**src/hdl/straw_tube_channel_mapper_defines.svh**
```systemverilog
// Assertion macros used by the straw-tube channel mapper RTL.
`ifndef STRAW_TUBE_CHANNEL_MAPPER_DEFINES_SVH
`define STRAW_TUBE_CHANNEL_MAPPER_DEFINES_SVH

// Same-cycle implication, disabled while reset is high.
`define STCM_ASSERT_IMPLY(label, clk, rst, ante, cons, msg) \
   label: assert property (@(posedge clk) disable iff (rst) (ante) |-> (cons)) \
      else $error(msg);

// Next-cycle implication, disabled while reset is high.
`define STCM_ASSERT_NEXT(label, clk, rst, ante, cons, msg) \
   label: assert property (@(posedge clk) disable iff (rst) (ante) |=> (cons)) \
      else $error(msg);

`endif

```
**src/hdl/stcm_pkg.sv**
```systemverilog
// Types, widths and geometry constants of the straw-tube channel mapper.
package stcm_pkg;

   localparam int TUBE_W     = 12;
   localparam int LAYER_W    = 6;
   localparam int GT_W       = 14;
   localparam int HOLE_W     = 10;
   localparam int DIVIDEND_W = 13;
   localparam int DIVISOR_W  = 9;
   localparam int QUOT_W     = 6;
   localparam int IN_DATA_W  = 24;
   localparam int OUT_DATA_W = 24;

   localparam logic [2:0] CHAMBER_1 = 3'd1;
   localparam logic [2:0] CHAMBER_2 = 3'd2;
   localparam logic [2:0] CHAMBER_3 = 3'd3;
   localparam logic [2:0] CHAMBER_4 = 3'd4;
   localparam logic [2:0] CHAMBER_5 = 3'd5;
   localparam logic [2:0] CHAMBER_6 = 3'd6;

   localparam logic [1:0] KIND_FULL = 2'd0;
   localparam logic [1:0] KIND_UP   = 2'd1;
   localparam logic [1:0] KIND_DOWN = 2'd2;
   localparam logic [1:0] KIND_ALT  = 2'd3;

   localparam logic [DIVISOR_W-1:0] TUBES_CH12 = 9'd132;
   localparam logic [DIVISOR_W-1:0] TUBES_CH3  = 9'd176;
   localparam logic [DIVISOR_W-1:0] TUBES_CH4  = 9'd208;
   localparam logic [DIVISOR_W-1:0] TUBES_CH56 = 9'd388;

   localparam logic [DIVIDEND_W-1:0] QUARTER_CH3 = 13'd352;
   localparam logic [DIVIDEND_W-1:0] QUARTER_CH4 = 13'd416;

   localparam logic [DIVISOR_W-1:0] HOLE_CH12     = 9'd61;
   localparam logic [DIVISOR_W-1:0] HOLE_CH3      = 9'd81;
   localparam logic [DIVISOR_W-1:0] HOLE_CH4_LOW  = 9'd97;
   localparam logic [DIVISOR_W-1:0] HOLE_CH4      = 9'd103;
   localparam logic [DIVISOR_W-1:0] HOLE_CH56_LOW = 9'd177;
   localparam logic [DIVISOR_W-1:0] HOLE_CH56     = 9'd194;

   // Global numbering offsets of each chamber.
   localparam logic [GT_W-1:0] OFFSET_CH2 = 14'd1152;
   localparam logic [GT_W-1:0] OFFSET_CH3 = 14'd2112;
   localparam logic [GT_W-1:0] OFFSET_CH4 = 14'd3520;
   localparam logic [GT_W-1:0] OFFSET_CH5 = 14'd5632;
   localparam logic [GT_W-1:0] OFFSET_CH6 = 14'd8928;
   localparam logic [GT_W-1:0] SHIFT_CH3  = 14'd192;
   localparam logic [GT_W-1:0] SHIFT_CH4  = 14'd320;
   localparam logic [GT_W-1:0] PAIR_CH3   = 14'd384;
   localparam logic [GT_W-1:0] PAIR_CH4   = 14'd448;

   typedef struct packed {
      logic busy;
      logic done;
   } stcm_div_status_type;

   function automatic logic [DIVISOR_W-1:0] tubes_per_layer(input logic [2:0] chamber);
      logic [DIVISOR_W-1:0] per;
      unique case (chamber)
         CHAMBER_3: per = TUBES_CH3;
         CHAMBER_4: per = TUBES_CH4;
         CHAMBER_5, CHAMBER_6: per = TUBES_CH56;
         default: per = TUBES_CH12;
      endcase
      return per;
   endfunction

endpackage

```
**src/hdl/stcm_divider.sv**
```systemverilog
// Divider by repeated subtraction: one compare-subtract step per cycle.
module stcm_divider import stcm_pkg::*; (
   input  logic                  clock,
   input  logic                  reset,
   input  logic                  start,
   input  logic [DIVIDEND_W-1:0] dividend,
   input  logic [DIVISOR_W-1:0]  divisor,
   output stcm_div_status_type   status,
   output logic [QUOT_W-1:0]     quotient,
   output logic [DIVISOR_W-1:0]  remainder
);

   logic [DIVIDEND_W-1:0] rem_ff, rem_in;
   logic [QUOT_W-1:0]     quot_ff, quot_in;
   logic [DIVISOR_W-1:0]  divisor_ff, divisor_in;
   logic                  busy_ff, busy_in;
   logic                  done_ff, done_in;
   logic [DIVIDEND_W:0]   diff;

   assign diff = (DIVIDEND_W+1)'(rem_ff) - (DIVIDEND_W+1)'(divisor_ff);

   always_comb begin
      rem_in     = rem_ff;
      quot_in    = quot_ff;
      divisor_in = divisor_ff;
      busy_in    = busy_ff;
      done_in    = 1'b0;
      if (start) begin
         rem_in     = dividend;
         quot_in    = '0;
         divisor_in = divisor;
         busy_in    = 1'b1;
      end else if (busy_ff) begin
         // A borrow means the remainder is already below the divisor.
         if (!diff[DIVIDEND_W]) begin
            rem_in  = diff[DIVIDEND_W-1:0];
            quot_in = quot_ff + QUOT_W'(1);
         end else begin
            busy_in = 1'b0;
            done_in = 1'b1;
         end
      end
   end

   always_ff @(posedge clock) begin
      rem_ff     <= rem_in;
      quot_ff    <= quot_in;
      divisor_ff <= divisor_in;
      if (reset) begin
         busy_ff <= 1'b0;
         done_ff <= 1'b0;
      end else begin
         busy_ff <= busy_in;
         done_ff <= done_in;
      end
   end

   assign status.busy = busy_ff;
   assign status.done = done_ff;
   assign quotient    = quot_ff;
   assign remainder   = rem_ff[DIVISOR_W-1:0];

endmodule

```
**src/hdl/straw_tube_channel_mapper.sv**
```systemverilog
// Straw-tube channel mapper top level: hit in, layer, global tube and skew out.
// A hit passes from its transfer through the divide state and the output state to the
// result register; the divider counts the whole layers below the tube (0 to 31), one
// subtraction per cycle. A new hit is taken in the cycle after the result is loaded.
// The result register frees the divider while a finished result waits to be taken.
// Synchronous active-high reset empties the result register and returns to idle.
`include "straw_tube_channel_mapper_defines.svh"

module straw_tube_channel_mapper import stcm_pkg::*; (
   input  logic                  clock,
   input  logic                  reset,
   input  logic                  req_tvalid,
   output logic                  req_tready,
   // chamber [2:0], local_tube [14:3], module_quarter [16:15], half_tube [18:17], zeros
   input  logic [IN_DATA_W-1:0]  req_tdata,
   output logic                  rsp_tvalid,
   input  logic                  rsp_tready,
   // layer [5:0], global_tube [19:6], skew [21:20], zeros
   output logic [OUT_DATA_W-1:0] rsp_tdata
);

   typedef enum logic [2:0] {
      ST_IDLE = 3'b001,
      ST_DIV  = 3'b010,
      ST_OUT  = 3'b100
   } state_type;

   state_type state_ff, state_in;

   logic [2:0]        chamber_ff;
   logic [TUBE_W-1:0] tube_ff;
   logic [1:0]        kind_ff;
   logic              rsp_tvalid_ff, rsp_tvalid_in;
   logic [OUT_DATA_W-1:0] rsp_tdata_ff;

   logic                  div_start;
   logic                  load_out;
   logic [2:0]            in_chamber;
   logic [TUBE_W-1:0]     in_tube;
   logic [1:0]            in_quarter;
   logic [1:0]            in_kind;
   logic [DIVIDEND_W-1:0] quarter_off;
   logic [DIVIDEND_W-1:0] tube_sum;
   logic [DIVIDEND_W-1:0] dividend;
   stcm_div_status_type   div_status;
   logic [QUOT_W-1:0]     div_quot;
   logic [DIVISOR_W-1:0]  div_rem;

   // Result datapath
   logic [LAYER_W-1:0]   layer_first, layer_w;
   logic [DIVISOR_W-1:0] per_c, low_c, near_c;
   logic [HOLE_W-1:0]    gap_c, gap_lo, gap_hi, hole_flat, hole_pair, pair_base;
   logic [HOLE_W-1:0]    flat_dist;
   logic [DIVIDEND_W-1:0] pair_tgt;
   logic [DIVIDEND_W:0]  pair_diff;
   logic [DIVIDEND_W-1:0] pair_dist;
   logic                 odd;
   logic [GT_W-1:0]      gt_w, tube_ext, pair_term;
   logic [1:0]           skew_w;

   assign in_chamber = req_tdata[2:0];
   assign in_tube    = req_tdata[14:3];
   assign in_quarter = req_tdata[16:15];
   assign in_kind    = (req_tdata[18:17] == KIND_ALT) ? KIND_FULL : req_tdata[18:17];

   // Chambers 3 and 4 count the sub-module quarter as two layers of tubes each.
   always_comb begin
      unique case (in_chamber)
         CHAMBER_3: quarter_off = DIVIDEND_W'(in_quarter) * QUARTER_CH3;
         CHAMBER_4: quarter_off = DIVIDEND_W'(in_quarter) * QUARTER_CH4;
         default:   quarter_off = '0;
      endcase
      tube_sum = DIVIDEND_W'(in_tube) + quarter_off;
      // Tube zero lies in the first layer, like tube one.
      dividend = (tube_sum == '0) ? '0 : tube_sum - DIVIDEND_W'(1);
   end

   stcm_divider u_divider (
      .clock     (clock),
      .reset     (reset),
      .start     (div_start),
      .dividend  (dividend),
      .divisor   (tubes_per_layer(in_chamber)),
      .status    (div_status),
      .quotient  (div_quot),
      .remainder (div_rem)
   );

   always_comb begin
      state_in  = state_ff;
      div_start = 1'b0;
      load_out  = 1'b0;
      unique case (state_ff)
         ST_IDLE: begin
            if (req_tvalid) begin
               div_start = 1'b1;
               state_in  = ST_DIV;
            end
         end
         ST_DIV: begin
            if (div_status.done) state_in = ST_OUT;
         end
         ST_OUT: begin
            if (!rsp_tvalid_ff || rsp_tready) begin
               load_out = 1'b1;
               state_in = ST_IDLE;
            end
         end
         default: state_in = ST_IDLE;
      endcase
   end

   always_comb begin
      rsp_tvalid_in = rsp_tvalid_ff;
      if (load_out) rsp_tvalid_in = 1'b1;
      else if (rsp_tready) rsp_tvalid_in = 1'b0;
   end

   // Per-chamber geometry of the finished hit.
   always_comb begin
      per_c       = tubes_per_layer(chamber_ff);
      layer_first = LAYER_W'(1);
      low_c       = HOLE_CH12;
      near_c      = HOLE_CH12;
      gap_c       = HOLE_W'(12);
      unique case (chamber_ff)
         CHAMBER_1: layer_first = LAYER_W'(1);
         CHAMBER_2: layer_first = LAYER_W'(9);
         CHAMBER_3: begin
            layer_first = LAYER_W'(17);
            low_c       = HOLE_CH3;
            near_c      = HOLE_CH3;
         end
         CHAMBER_4: begin
            layer_first = LAYER_W'(25);
            low_c       = HOLE_CH4_LOW;
            near_c      = HOLE_CH4;
         end
         CHAMBER_5: begin
            layer_first = LAYER_W'(33);
            low_c       = HOLE_CH56_LOW;
            near_c      = HOLE_CH56;
            gap_c       = HOLE_W'(24);
         end
         CHAMBER_6: begin
            layer_first = LAYER_W'(41);
            low_c       = HOLE_CH56_LOW;
            near_c      = HOLE_CH56;
            gap_c       = HOLE_W'(24);
         end
         default: layer_first = LAYER_W'(1);
      endcase

      layer_w = layer_first + LAYER_W'(div_quot);
      odd     = layer_w[0];

      gap_lo = gap_c * HOLE_W'(div_quot);
      gap_hi = gap_lo + gap_c;

      // The remainder places the tube against the top of its layer.
      flat_dist = HOLE_W'(per_c) - HOLE_W'(1) - HOLE_W'(div_rem);
      if (kind_ff == KIND_UP) hole_flat = gap_lo;
      else if (kind_ff == KIND_DOWN) hole_flat = gap_hi;
      else if (tube_ff <= TUBE_W'(low_c)) hole_flat = '0;
      else if (flat_dist <= HOLE_W'(near_c)) hole_flat = gap_hi;
      else hole_flat = gap_lo;

      pair_tgt  = odd ? DIVIDEND_W'(per_c) : DIVIDEND_W'(per_c) << 1;
      pair_diff = (DIVIDEND_W+1)'(tube_ff) - (DIVIDEND_W+1)'(pair_tgt);
      pair_dist = pair_diff[DIVIDEND_W] ? DIVIDEND_W'(-pair_diff) : pair_diff[DIVIDEND_W-1:0];
      pair_base = odd ? HOLE_W'(0) : HOLE_W'(16);
      if (kind_ff == KIND_UP) hole_pair = pair_base;
      else if (kind_ff == KIND_DOWN) hole_pair = pair_base + HOLE_W'(16);
      else if (tube_ff <= TUBE_W'(low_c)) hole_pair = '0;
      else if (pair_dist <= DIVIDEND_W'(near_c)) hole_pair = pair_base + HOLE_W'(16);
      else hole_pair = pair_base;

      tube_ext = GT_W'(tube_ff);
      unique case (chamber_ff)
         CHAMBER_3: pair_term = GT_W'(div_quot[2:1]) * PAIR_CH3;
         CHAMBER_4: pair_term = GT_W'(div_quot[2:1]) * PAIR_CH4;
         default:   pair_term = '0;
      endcase

      unique case (chamber_ff)
         CHAMBER_1: gt_w = tube_ext + GT_W'(hole_flat);
         CHAMBER_2: gt_w = tube_ext + OFFSET_CH2 + GT_W'(hole_flat);
         CHAMBER_3: begin
            // Past the fourth layer pair only the shifts remain.
            gt_w = (div_quot <= QUOT_W'(7)) ? tube_ext + OFFSET_CH3 + pair_term : '0;
            gt_w = gt_w + SHIFT_CH3 + GT_W'(hole_pair);
         end
         CHAMBER_4: begin
            gt_w = (div_quot <= QUOT_W'(7)) ? tube_ext + OFFSET_CH4 + pair_term : '0;
            gt_w = gt_w + SHIFT_CH4 + GT_W'(hole_pair);
         end
         CHAMBER_5: gt_w = tube_ext + OFFSET_CH5 + GT_W'(hole_flat);
         CHAMBER_6: gt_w = tube_ext + OFFSET_CH6 + GT_W'(hole_flat);
         default:   gt_w = '0;
      endcase

      if (chamber_ff == 3'd0 || chamber_ff == 3'd7) layer_w = LAYER_W'(1);

      skew_w = 2'b00;
      if (layer_w <= LAYER_W'(46)) begin
         if (layer_w[2:0] == 3'd3 || layer_w[2:0] == 3'd4) skew_w = 2'b01;
         else if (layer_w[2:0] == 3'd5 || layer_w[2:0] == 3'd6) skew_w = 2'b11;
      end
   end

   always_ff @(posedge clock) begin
      if (div_start) begin
         chamber_ff <= in_chamber;
         tube_ff    <= in_tube;
         kind_ff    <= in_kind;
      end
      if (load_out) begin
         rsp_tdata_ff <= {2'b00, skew_w, gt_w, layer_w};
      end
      if (reset) begin
         state_ff      <= ST_IDLE;
         rsp_tvalid_ff <= 1'b0;
      end else begin
         state_ff      <= state_in;
         rsp_tvalid_ff <= rsp_tvalid_in;
      end
   end

   assign req_tready = (state_ff == ST_IDLE);
   assign rsp_tvalid = rsp_tvalid_ff;
   assign rsp_tdata  = rsp_tdata_ff;

   `STCM_ASSERT_NEXT(a_accept_starts_div, clock, reset, req_tvalid && req_tready, state_ff == ST_DIV && div_status.busy, "accepted hit did not start the divider")
   `STCM_ASSERT_IMPLY(a_done_in_div, clock, reset, div_status.done, state_ff == ST_DIV, "divider finished outside the divide state")
   `STCM_ASSERT_IMPLY(a_ready_not_busy, clock, reset, req_tready, !div_status.busy, "ready while the divider is busy")
   `STCM_ASSERT_IMPLY(a_load_from_out, clock, reset, $rose(rsp_tvalid_ff), $past(state_ff) == ST_OUT, "result loaded outside the output state")
   `STCM_ASSERT_IMPLY(a_quot_range, clock, reset, state_ff == ST_OUT, div_quot <= QUOT_W'(40), "layer count out of range")

endmodule

```
**config.mk**
```make
export PLATFORM = sky130hd
export DESIGN_NAME = straw_tube_channel_mapper
export DESIGN_NICKNAME = d
export VERILOG_FILES = /design/src/hdl/stcm_pkg.sv /design/src/hdl/stcm_divider.sv /design/src/hdl/straw_tube_channel_mapper.sv
export VERILOG_INCLUDE_DIRS = /design/src /design/src/hdl
export SDC_FILE = /design/constraint.sdc
export NUM_CORES = 1
export LEC_CHECK = 0
export ABC_AREA = 1
export BUFFER_PORTS_ARGS = -buffer_cell sky130_fd_sc_hd__clkbuf_2
export CORE_UTILIZATION = 40
export DETAILED_ROUTE_END_ITERATION = 8
export GPL_TIMING_DRIVEN = 1
export SYNTH_ARGS = -nofsm -noshare
export SYNTH_HDL_FRONTEND = slang
export SYNTH_SLANG_ARGS = --single-unit
```
**constraint.sdc**
```tcl
create_clock -name clock -period 13.6 [get_ports clock]
set_input_delay 4.08 -clock clock [delete_from_list [all_inputs] [get_ports clock]]
set_output_delay 4.08 -clock clock [all_outputs]
set_load 0.02 [all_outputs]
```
==> results of run 1 <==
[layout make-up]
class                   count  area, µm²  area share
multi-input cells         981       6070       0.621
flip-flops and latches     69       1950       0.200
inverters                 219        822      0.0841
well taps                 280        350      0.0358
clock buffers              11        275      0.0282
repair buffers             48        245      0.0251
clock inverters             5       61.3     0.00627
[power by group]
part / internal (µW) / switching, µW / leakage, µW
registers: 265 / 27.3 / 0.000635
clock network: 166 / 109 / 0.000167
logic: 259 / 485 / 0.00423
total: 690 / 621 / 0.00503
[stage by stage]
step	hold slack, ns	utilization	power [µW]	cells
after detailed placement	0.498	0.433	1030	1597
final	0.515	0.448	1310	1613
after global routing	0.558	0.448	1440	1613
after floorplan	0.471	-	859	1283
after CTS	0.508	0.448	1310	1613
after global placement	0.492	0.433	1020	1597
[critical path, delay by kind of cell, from the launching register on]
family | cells | cell delay (ns)
AOI/OAI and AO/OA | 6 | 0.76
xor gates and xnor gates | 1 | 0.13
adders and majority gates | 6 | 1.81
buffers and inverters | 7 | 0.98
DFF | 1 | 0.53
and+or+nand+nor | 24 | 3.03
[path summary, 6_finish.rpt]
kind	startpoint	to	slack, ns	depth (start not counted)
min reg2reg	u_divider.done_ff$_SDFF_PP0_	state_ff[1]$_SDFFE_PP0P_	0.52	2
max	chamber_ff[1]$_DFFE_PP_	rsp_tdata[16]$_DFFE_PP_	6.08	44
max reg2reg	chamber_ff[1]$_DFFE_PP_	rsp_tdata[16]$_DFFE_PP_	6.08	44
min	u_divider.done_ff$_SDFF_PP0_	state_ff[1]$_SDFFE_PP0P_	0.52	2
[placed cells by master (no fill, tap or decap), drive strengths merged]
| cell | instances |
|---|---|
| o21a | 1 |
| o32ai | 1 |
| o21ai | 70 |
| a21o | 1 |
| xor2 | 30 |
| nand2 | 328 |
| a31oi | 3 |
| nand4 | 24 |
| buf | 2 |
| nor4 | 3 |
| nor3b | 1 |
| o21bai | 5 |
| inv | 218 |
| ha | 132 |
| o22ai | 7 |
| and3 | 1 |
| a32o | 1 |
| dfxtp | 12 |
| a22o | 2 |
| a31o | 1 |
| clkbuf | 57 |
| conb | 2 |
| edfxtp | 57 |
| o31ai | 2 |
| o211ai | 2 |
| o2111ai | 3 |
| a21oi | 78 |
| clkinv | 5 |
| nand3b | 6 |
| xnor2 | 13 |
| nand3 | 97 |
| nor3 | 14 |
| fa | 18 |
| nor2 | 123 |
| bufinv | 1 |
| a211oi | 3 |
| or2 | 9 |
[registers in the layout, indices dropped and copies added, names as in the netlist]
| register | flops |
|---|---|
| kind_ff | 2 |
| rsp_tvalid | 1 |
| u_divider.busy_ff | 1 |
| chamber_ff | 3 |
| u_divider.quotient | 6 |
| u_divider.divisor_ff | 5 |
| u_divider.done_ff | 1 |
| rsp_tdata | 22 |
| u_divider.rem_ff | 13 |
| state_ff | 3 |
| tube_ff | 12 |
[cell families (layout without fill, tap and decap cells)]
family | count (synthesis) | in the layout | share of synthesized area
compound gates | 180 | 180 | 0.113
xor+xnor | 43 | 43 | 0.0439
fa+ha+maj | 150 | 150 | 0.226
buf+inv | 233 | 283 | 0.101
flops | 69 | 69 | 0.219
other cells | 1 | 2 | 0.000421
simple gates | 606 | 606 | 0.296
[layer usage]
layer	part of all wire	up-vias	routed length, µm	global-route usage
met5	0	-	0	0
met1	0.44	3860	10800	0.280
met3	0.045	28	1100	0.0355
met4	0.019	0	465	0.0765
li1	-	4296	-	-
met2	0.50	166	12300	0.405
==> results.md, run 1 <==
Global route:
- After global routing the overflow that remains totals 0.
- The wire length of the first global-routing pass is 39.9 mm.
- The number of global-route vias before repair is about 8000.
- The number of antenna violations at the first check in global routing is 0.
- Entering global routing, the biggest net connects 39 pins.
- The all-layer global routing usage is 0.229.

Route:
- After detailed routing, the total wire length is 24.7 mm.
- The post-detailed-route via-to-cell ratio is between 5 and 6.
- The via count is ~8400.
- The number of detailed-routing iterations run before antenna repair is 6.
- The number of design-rule violations left by the first detailed-router iteration is around 510.
- The routed wire length per instance is 15.3 µm.
- The number of nets with antenna violations after routing is 0.
- The post-route DRC violation count is 0.

Worst setup path:
- The critical path in this run is classified as reg2reg.
- STA classifies the critical path endpoint as a flip-flop.
- In this run the worst path has a maximum fanout of 12.
- The startpoint type of the worst setup path is a flip-flop.
- The delay of the slowest critical-path stage is about 0.53 ns.
- The arrival time at the worst endpoint is approximately 7.6 ns.
- The cell at the slowest stage of the critical path is sky130_fd_sc_hd__edfxtp_1.
- The library cell appearing most often on the critical path is sky130_fd_sc_hd__nand2_1.
- At the worst endpoint, the required time is approximately 14 ns.

Hold path:
- The kind of path behind the tightest hold check is reg2reg.

Clock tree:
- The number of hold-repair buffers added at the cts stage is 0.
- The H-tree was split into 3 levels.
- The number of buffers added by the clock tree synthesis step is 9.
- The later pin in the worst-skew pair is clocked with a latency of 0.36 ns.
- Once the clock tree was built, the setup fixing pass inserted 0 buffers.
- After clock tree synthesis, the clock-pin slew on the worst setup and hold paths is 0.07 ns.
- The longest clock path from root to sink contains 2 buffers.
- The cell sitting at the root of the clock tree is a sky130_fd_sc_hd__clkbuf_16.
- TritonCTS built the clock tree.
- The number of gates resized after CTS was 0.
- The TritonCTS sink count is just under 70.

Synthesis:
- Ranked by total cell area, the synthesized netlist is headed by sky130_fd_sc_hd__edfxtp_1, sky130_fd_sc_hd__ha_1, sky130_fd_sc_hd__nand2_1, sky130_fd_sc_hd__inv_1, sky130_fd_sc_hd__nand3_1.
- The cell area after synthesis is ~8900 µm².
- The most numerous cell in the Yosys netlist is sky130_fd_sc_hd__nand2_1.
- During synthesis, Yosys emitted a total of 0 warnings.
- Of all cell types, the one taking the most synthesized area is sky130_fd_sc_hd__edfxtp_1.
- Counting distinct cell types in the post-synthesis netlist gives 50.
- Of the post-synthesis cell area, the dominant cell type holds 0.192.
- For this run, the leading register cell type out of synthesis is sky130_fd_sc_hd__edfxtp_1.
- Of all flip-flops after synthesis, the portion carrying an async set or reset was 0.
- The sequential area share after synthesis is 0.219.
- The synthesized area per cell is between 6 and 7 µm².
- The number of flops mapped to enable cells by yosys is 57.
- Counting every instance in the synthesized netlist gives 1282.
- The number of synthesized register bits is approximately 70.
- Sorting the synthesized cells by how often they occur yields sky130_fd_sc_hd__nand2_1, sky130_fd_sc_hd__inv_1, sky130_fd_sc_hd__ha_1, sky130_fd_sc_hd__nor2_1, sky130_fd_sc_hd__nand3_1.

Floorplan:
- The core region area is about 22000 µm².
- After floorplanning, the core was divided into 54 placement rows.
- From left edge to right edge, the die measures between 150 and 200 µm.
- The effective utilization at floorplan is 0.409.
- The height of the die is ~150 µm.
- The die area is between 20000 and 25000 µm².
- The number of ports placed on the die boundary is 54.

STA:
- The setup skew after layout is about 0.014 ns.
- Headroom to the max-slew limit came out at 0.380.
- The final critical-path required period is between 7 and 8 ns.
- The share of the clock period used by the worst path is 0.553.
- Derived from the worst setup path, the maximum achievable clock frequency is approximately 0.13 GHz.
- The worst setup margin is 6.08 ns.
- The number of hold-slack violations in the final timing report is 0.
- At the pin with the least slew margin, the transition time is 0.926 ns.
- The post-route setup TNS is 0 ns.
- Setup violations remaining at the end of the flow were counted as 0.
- Setup repair after global routing left no endpoint under its margin.
- The number of slew-limit violations in the final report is 0.

Place:
- Summed over all nets, the half-perimeter wirelength after detailed placement is approximately 20 mm.
- The last weighted congestion value of the routability-driven placer is 0.924.
- The worst slack after detailed placement is between 6 and 7 ns.
- The count of buffers added on input and output ports is between 40 and 50.
- In this run the cell area measured after placement is ~9400 µm².

Power and ir drop:
- The worst ir drop on vdd is 0.0668 mV.
- The cell area power density is approximately 130 nW/µm².
- Summed over all cells, the static leakage comes to 0.00503 µW.

Cells and area:
- The area added between synthesis and finish is 9.64%.
- The number of antenna repair diodes is 0.
- The post-route cell area is approximately 9800 µm².
- The final layout contains about 1500 nets.
- The filler cells instantiated in the layout total between 2000 and 2500.
- The share of post-route cells with drive strength above 1 is 0.0863.

Run status:
- The flow ran to the end, and the final reports show no timing, DRC or antenna violations.

Job:
- Max-cap violations in this run came to 0.
Note: power is estimated with default switching activity, not from simulation.
==> run 2: changes to the inputs <==
- clock period: 13.6 -> 7.75 ns (I/O delays scaled with it)
==> run 2 against run 1 <==
Net effect:
- global-route usage shrank 0.22 points
- worst setup slack worse by 5.1 ns
- combinational power grew 76%
- cell area down 0.50%
- cell count increased by 0.12%
- sequential cell count unchanged
- clock power rose by 47%
- sequential share of layout area is 0.10 points higher
- power increased by 69%
- register-to-register slack worse by 5.1 ns
- maximum frequency grew 12%
==> results.md, run 2 (same netlist as run 1, synthesis figures left out) <==
Hold path:
- The kind of path behind the tightest hold check is reg2reg.
- The number of instances on the worst hold path is 2 (unchanged).

Worst setup path:
- The delay of the slowest critical-path stage came to 0.53 ns (about the same).
- The critical path is of the reg2reg type.
- The count of cells along the worst register-to-register path was 43 (-2.3%).
- The slowest stage of the critical path belongs to the cell sky130_fd_sc_hd__edfxtp_1.
- The kind of end point of the critical path is a flip-flop.
- Among the stages of the critical path, the cell type that occurs most often is sky130_fd_sc_hd__nand2_1.
- The startpoint type of the worst setup path is a flip-flop.
- The required time reported for the critical path endpoint came to 7.86 ns (-5.85 ns).
- The biggest fanout along the worst timing path is 12 (unchanged).
- The arrival time at the worst endpoint is 6.85 ns (-0.78 ns).

Cells and area:
- The number of antenna repair diodes is 0 (unchanged).
- The most common library cell in the layout ignoring fill and taps is sky130_fd_sc_hd__nand2_1.
- The filler cell count is 2314 (+0.78%).
- The post-route cell area is 9730 µm² (-0.50%).
- The area added between synthesis and finish is 9.09%.
- In the layout the commonest cells are sky130_fd_sc_hd__nand2_1, sky130_fd_sc_hd__inv_1, sky130_fd_sc_hd__ha_1, sky130_fd_sc_hd__nor2_1, sky130_fd_sc_hd__nand3_1.
- The share of post-route cells with drive strength above 1 is 0.0876 (+0.00137).
- The final cell count without fillers came to 1615 (+0.12%).
- The final net count is 1508 (+0.13%).
- The flip-flop count of the largest register after layout is 22 (unchanged).

Run status:
- The run finished with clean final reports.

STA:
- The number of slew-limit violations in the final report came to 0 (unchanged).
- The post-route setup TNS was 0 ns (unchanged).
- Setup repair after global routing left no endpoint under its margin.
- The setup skew after layout is 0.0108 ns (-0.00288 ns).
- The relative slew slack is 0.460 (+0.0794).
- The final-report setup violation count came to 0 (unchanged).
- The transition time at the pin with the least slew margin is 0.808 ns (-0.119 ns).
- The final critical-path required period is 6.74 ns (-0.776 ns).
- The share of the clock period used by the worst path is 0.870 (+0.317).
- The fmax is 0.148 GHz (+12%).
- The number of hold-slack violations in the final timing report came to 0 (unchanged).

Global route:
- The number of global-route vias before repair is 7857 (-1.4%).
- The wire length of the first global-routing pass came to 39.4 mm (-1.1%).
- The largest net degree at the start of global routing came to 39 (unchanged).
- The total congestion overflow after global routing is 0 (unchanged).
- The all-layer global routing usage is 0.226 (-0.00222).
- The number of antenna violations at the first check in global routing is 0 (unchanged).

Place:
- The HPWL reported at the end of detailed placement is 20.1 mm (about the same).
- The count of buffers from port buffering is 46 (unchanged).
- The instance count after placement with tap cells included was 1599 (+0.13%).
- The last weighted congestion value of the routability-driven placer is 0.914 (-1.0%).
- The post-place instance area is 9460 µm² (+0.16%).

Clock tree:
- The number of buffers added by the clock tree synthesis step is 9 (unchanged).
- The clock insertion delay at the later pin of the skew report is 0.36 ns (about the same).
- The count of cells resized by post-cts repair came to 0 (unchanged).
- The number of hold-repair buffers added at the cts stage is 0 (unchanged).
- The maximum level of the CTS H-tree is 3 (unchanged).
- The clock root buffer is sky130_fd_sc_hd__clkbuf_16.
- The TritonCTS sink count is 69 (unchanged).
- The CTS tree is yes.
- The number of setup buffers added after CTS is 0 (unchanged).
- The clock-pin slew on the worst setup and hold paths is 0.07 ns (about the same).
- The number of buffers on the longest clock path was 2 (unchanged).

Floorplan:
- The effective utilization at floorplan is 0.409 (unchanged).
- The die area is 22900 µm² (unchanged).
- The cell row count is 54 (unchanged).
- The number of ports placed on the die boundary is 54 (unchanged).
- The core region area was 21800 µm² (unchanged).
- The die outline width is 151 µm (unchanged).
- The height of the die came to 151 µm (unchanged).

Power and ir drop:
- The static power due to leakage is 0.00501 µW (-0.40%).
- The cell area power density was 228 nW/µm² (+70%).
- The worst ir drop on vdd is 0.102 mV (+52%).

Route:
- The number of nets with antenna violations after routing is 0 (unchanged).
- The routed wire length is 24.6 mm (-0.24%).
- The via count is 8216 (-1.6%).
- The post-route DRC violation count is 0 (unchanged).
- The number of design-rule violations left by the first detailed-router iteration came to 431 (-16%).
- The post-detailed-route via-to-cell ratio came to 5.09 (-1.7%).
- The number of detailed-routing iterations run before antenna repair is 5 (-1).
- The routed wire length per instance is 15.2 µm (-0.36%).

Job:
- The number of max-cap violations came to 0 (unchanged).
==> run 2: metal layers <==
metal / global-route usage / share of wire / up-vias
met5: 0 / 0 / -
met2: 0.401 / 0.49 / 150
met3: 0.0274 / 0.029 / 40
met1: 0.280 / 0.46 / 3737
met4: 0.0825 / 0.027 / 0
li1: - / - / 4289
==> run 2: critical path: cells and delay by family, from the launching register on <==
family / cells / cell delay [ns]
adder cells (fa/ha/maj): 6 / 1.79
XOR/XNOR: 1 / 0.13
flip-flops: 1 / 0.53
AO/OA/AOI/OAI: 6 / 0.74
buffers and inverters: 6 / 0.67
AND/OR/NAND/NOR: 24 / 2.61
==> run 2: final timing paths <==
check / from / end / slack (ns)
setup / recovery: chamber_ff[1]$_DFFE_PP_ / rsp_tdata[16]$_DFFE_PP_ / 1.01
hold / removal: u_divider.done_ff$_SDFF_PP0_ / state_ff[1]$_SDFFE_PP0P_ / 0.51
setup reg to reg: chamber_ff[1]$_DFFE_PP_ / rsp_tdata[16]$_DFFE_PP_ / 1.01
hold reg to reg: u_divider.done_ff$_SDFF_PP0_ / state_ff[1]$_SDFFE_PP0P_ / 0.51
==> run 2: cell type report <==
type,instances,area (µm²),area share
sequential,69,1950,0.201
inverter,219,822,0.0845
clock buffer,9,225,0.0232
tap,280,350,0.0360
timing repair buffer,50,260,0.0268
multi-input combinational,981,6070,0.624
clock inverter,7,47.5,0.00489
==> run 2: power by group <==
group	switching, µW	internal (µW)	leakage, µW	total, µW
sequential	37.4	466	0.000635	503
combinational	859	455	0.00424	1310
clock	185	218	0.000136	403
total	1080	1140	0.00501	2220
==> run 2: metrics by stage <==
stage	total power, µW	utilization	hold slack (ns)	setup slack (ns)
4_1_cts	2220	0.446	0.514	0.988
6_report	2220	0.446	0.509	1.01
5_1_grt	2440	0.446	0.547	0.324
3_3_place_gp	1790	0.433	0.499	1.08
3_5_place_dp	1810	0.433	0.502	1.02
2_1_floorplan	1510	-	0.471	2.16
==> run 3: changes to the inputs <==
==> constraint.sdc (replaced) <==
create_clock -name clock -period 7.75 [get_ports clock]
set_input_delay 0.775 -clock clock [delete_from_list [all_inputs] [get_ports clock]]
set_output_delay 0.775 -clock clock [all_outputs]
set_load 0.02 [all_outputs]
==> run 3 against run 2 <==
Net effect:
- wire length is 1.1% lower
- combinational power about the same
- critical path type unchanged
- cell area is 0.40% higher
- highest routed layer unchanged
- critical endpoint unchanged
- register-to-register slack improved by 0.07 ns
- largest cell class unchanged
==> results.md, run 3 (same netlist as run 1, synthesis figures left out) <==
Place:
- The instance count after placement with tap cells included came to 1599 (unchanged).
- The last weighted congestion value of the routability-driven placer is 0.925 (+1.2%).
- The count of buffers from port buffering is 46 (unchanged).
- The HPWL reported at the end of detailed placement is 19.9 mm (-0.86%).

Power and ir drop:
- The combinational power share came to 0.581 (-0.011).
- The net switching power is 1090 µW (+0.74%).
- The worst ir drop on vdd is 0.109 mV (+7.4%).
- The static power due to leakage was 0.00503 µW (+0.33%).
- The share of power burned in registers was 0.222 (-0.005).
- The cell area power density is 232 nW/µm² (+1.8%).
- The switching share of power is 0.480 (-0.00711).
- The design internal power is 1180 µW (+3.7%).
- The power consumption is 2270 µW (+2.2%).
- The share of power burned in the clock network is 0.197 (+0.015).

STA:
- The final critical-path required period is 6.68 ns (-0.0664 ns).
- The final-report setup violation count is 0 (unchanged).
- The worst hold slack across all endpoints is 0.506 ns (-0.00329 ns).
- The share of the clock period used by the worst path is 0.862 (-0.00857).
- The transition time at the pin with the least slew margin is 0.848 ns (+0.0408 ns).
- The number of hold-slack violations in the final timing report is 0 (unchanged).
- The setup skew after layout was 0.0187 ns (+0.00791 ns).
- The relative slew slack was 0.432 (-0.0273).
- The post-route setup TNS is 0 ns (unchanged).
- Setup repair after global routing left no endpoint under its margin.
- The number of slew-limit violations in the final report is 0 (unchanged).
- The fmax came to 0.150 GHz (+1.0%).

Floorplan:
- The core region area is 21800 µm² (unchanged).
- The die outline width is 151 µm (unchanged).
- The die area is 22900 µm² (unchanged).
- The cell row count is 54 (unchanged).
- The number of ports placed on the die boundary is 54 (unchanged).
- The effective utilization at floorplan is 0.409 (unchanged).
- The height of the die came to 151 µm (unchanged).

Cells and area:
- The multi-input gate area in the final layout is 6070 µm² (unchanged).
- The share of post-route cells with drive strength above 1 came to 0.0876 (unchanged).
- The final cell count without fillers was 1615 (unchanged).
- The storage element area is 1950 µm² (unchanged).
- The number of antenna repair diodes is 0 (unchanged).
- The filler cell count was 2305 (-0.39%).
- The final net count came to 1508 (unchanged).
- The most common library cell in the layout ignoring fill and taps is sky130_fd_sc_hd__nand2_1.
- Leaving out fill and tap cells, the most frequent cells in the layout are sky130_fd_sc_hd__nand2_1, sky130_fd_sc_hd__inv_1, sky130_fd_sc_hd__ha_1, sky130_fd_sc_hd__nor2_1, sky130_fd_sc_hd__nand3_1.
- The utilization after layout came to 0.448 (+0.00178).
- The area added between synthesis and finish is 9.53%.
- The flip-flop count of the largest register after layout came to 22 (unchanged).

Route:
- The number of design-rule violations left by the first detailed-router iteration is 384 (-11%).
- The routed wire length per instance is 15.1 µm (-1.1%).
- The post-detailed-route via-to-cell ratio is 5.14 (+1.1%).
- The via count is 8309 (+1.1%).
- The number of detailed-routing iterations run before antenna repair was 6 (+1).
- The routed wire length is 24.4 mm (-1.1%).
- The number of nets with antenna violations after routing is 0 (unchanged).
- The post-route DRC violation count is 0 (unchanged).

Clock tree:
- The clock insertion delay at the later pin of the skew report is 0.36 ns (about the same).
- The number of buffers added by the clock tree synthesis step was 9 (unchanged).
- The clock root buffer is sky130_fd_sc_hd__clkbuf_16.
- The number of setup buffers added after CTS is 0 (unchanged).
- The TritonCTS sink count is 69 (unchanged).
- The maximum level of the CTS H-tree is 3 (unchanged).
- The number of hold-repair buffers added at the cts stage came to 0 (unchanged).
- The count of cells resized by post-cts repair is 0 (unchanged).
- The CTS tree is yes.
- The clock-pin slew on the worst setup and hold paths is 0.08 ns (about the same).
- The number of buffers on the longest clock path is 2 (unchanged).

Worst setup path:
- The worst setup path is captured at a flip-flop.
- The required time reported for the critical path endpoint is 7.87 ns (about the same).
- The count of cells along the worst register-to-register path is 39 (-9.3%).
- The last element of the critical path is rsp_tdata[16]$_DFFE_PP_.
- The delay of the slowest critical-path stage is 0.51 ns (-0.02 ns).
- The register-to-register path setup slack is 1.07 ns (+0.07 ns).
- The endpoint of the lowest-slack register-to-register path is rsp_tdata[16]$_DFFE_PP_.
- The startpoint of the lowest-slack register-to-register path is chamber_ff[1]$_DFFE_PP_.
- The cell at the slowest stage of the critical path is sky130_fd_sc_hd__edfxtp_1.
- The arrival time at the worst endpoint is 6.79 ns (-0.06 ns).
- The biggest fanout along the worst timing path is 10 (-2).
- The type of the worst setup path is reg2reg.
- The startpoint type of the worst setup path is a flip-flop.
- In this run the worst setup path begins at chamber_ff[1]$_DFFE_PP_.
- The library cell appearing most often on the critical path is sky130_fd_sc_hd__nand2_1.

Global route:
- The number of global-route vias before repair is 7639 (-2.8%).
- The all-layer global routing usage came to 0.223 (-0.00333).
- The wire length of the first global-routing pass is 38.6 mm (-2.0%).
- The largest net degree at the start of global routing is 39 (unchanged).
- The total congestion overflow after global routing is 0 (unchanged).
- The number of antenna violations at the first check in global routing is 0 (unchanged).

Run status:
- The flow ran to the end, and the final reports show no timing, DRC or antenna violations.

Job:
- The number of max-cap violations is 0 (unchanged).

Hold path:
- The kind of path behind the tightest hold check is reg2reg.
-- run 3: layer usage --
metal | vias up | track usage | wire length [µm]
li1 | 4286 | - | -
met1 | 3781 | 0.278 | 10800
met2 | 186 | 0.380 | 11700
met3 | 56 | 0.0322 | 1000
met4 | 0 | 0.0985 | 894
met5 | - | 0 | 0
-- run 3: area by class of cell --
class | instances | share of cell area
clock inverters | 5 | 0.00372
multi-input cells | 981 | 0.622
clock buffers | 11 | 0.0282
well taps | 280 | 0.0359
repair buffers | 50 | 0.0266
flip-flops and latches | 69 | 0.200
inverters | 219 | 0.0842
-- run 3: worst max-delay path: cells and delay by family, from the launching register on --
kind / cells / cell delay, ns
flops: 1 / 0.51
simple gates: 19 / 2.51
compound gates: 8 / 0.99
fa+ha+maj: 5 / 1.55
buf+inv: 6 / 0.75
xor+xnor: 1 / 0.16
-- run 3: power groups by stage --
stage	Clock, µW	Sequential, µW	Combinational (µW)
4_1_cts	456	504	1310
3_3_place_gp	0	511	1280
3_5_place_dp	0	512	1300
6_report	447	505	1320
5_1_grt	468	509	1510
2_1_floorplan	0	497	1010
-- run 3: worst min path at each step --
stage,startpoint,to,cells past startpoint
finish,u_divider.done_ff$_SDFF_PP0_,state_ff[1]$_SDFFE_PP0P_,2
floorplan,u_divider.done_ff$_SDFF_PP0_,state_ff[1]$_SDFFE_PP0P_,2
CTS,u_divider.done_ff$_SDFF_PP0_,state_ff[1]$_SDFFE_PP0P_,2
detailed placement,u_divider.done_ff$_SDFF_PP0_,state_ff[1]$_SDFFE_PP0P_,2
global placement,u_divider.done_ff$_SDFF_PP0_,state_ff[1]$_SDFFE_PP0P_,2
global route,u_divider.done_ff$_SDFF_PP0_,state_ff[1]$_SDFFE_PP0P_,2
-- run 3: through the flow --
step,instance area (µm²),setup slack (ns)
after global routing,9770,0.296
after global placement,9460,1.22
final,9770,1.07
after detailed placement,9460,1.10
after CTS,9770,1.08
after floorplan,8920,2.16
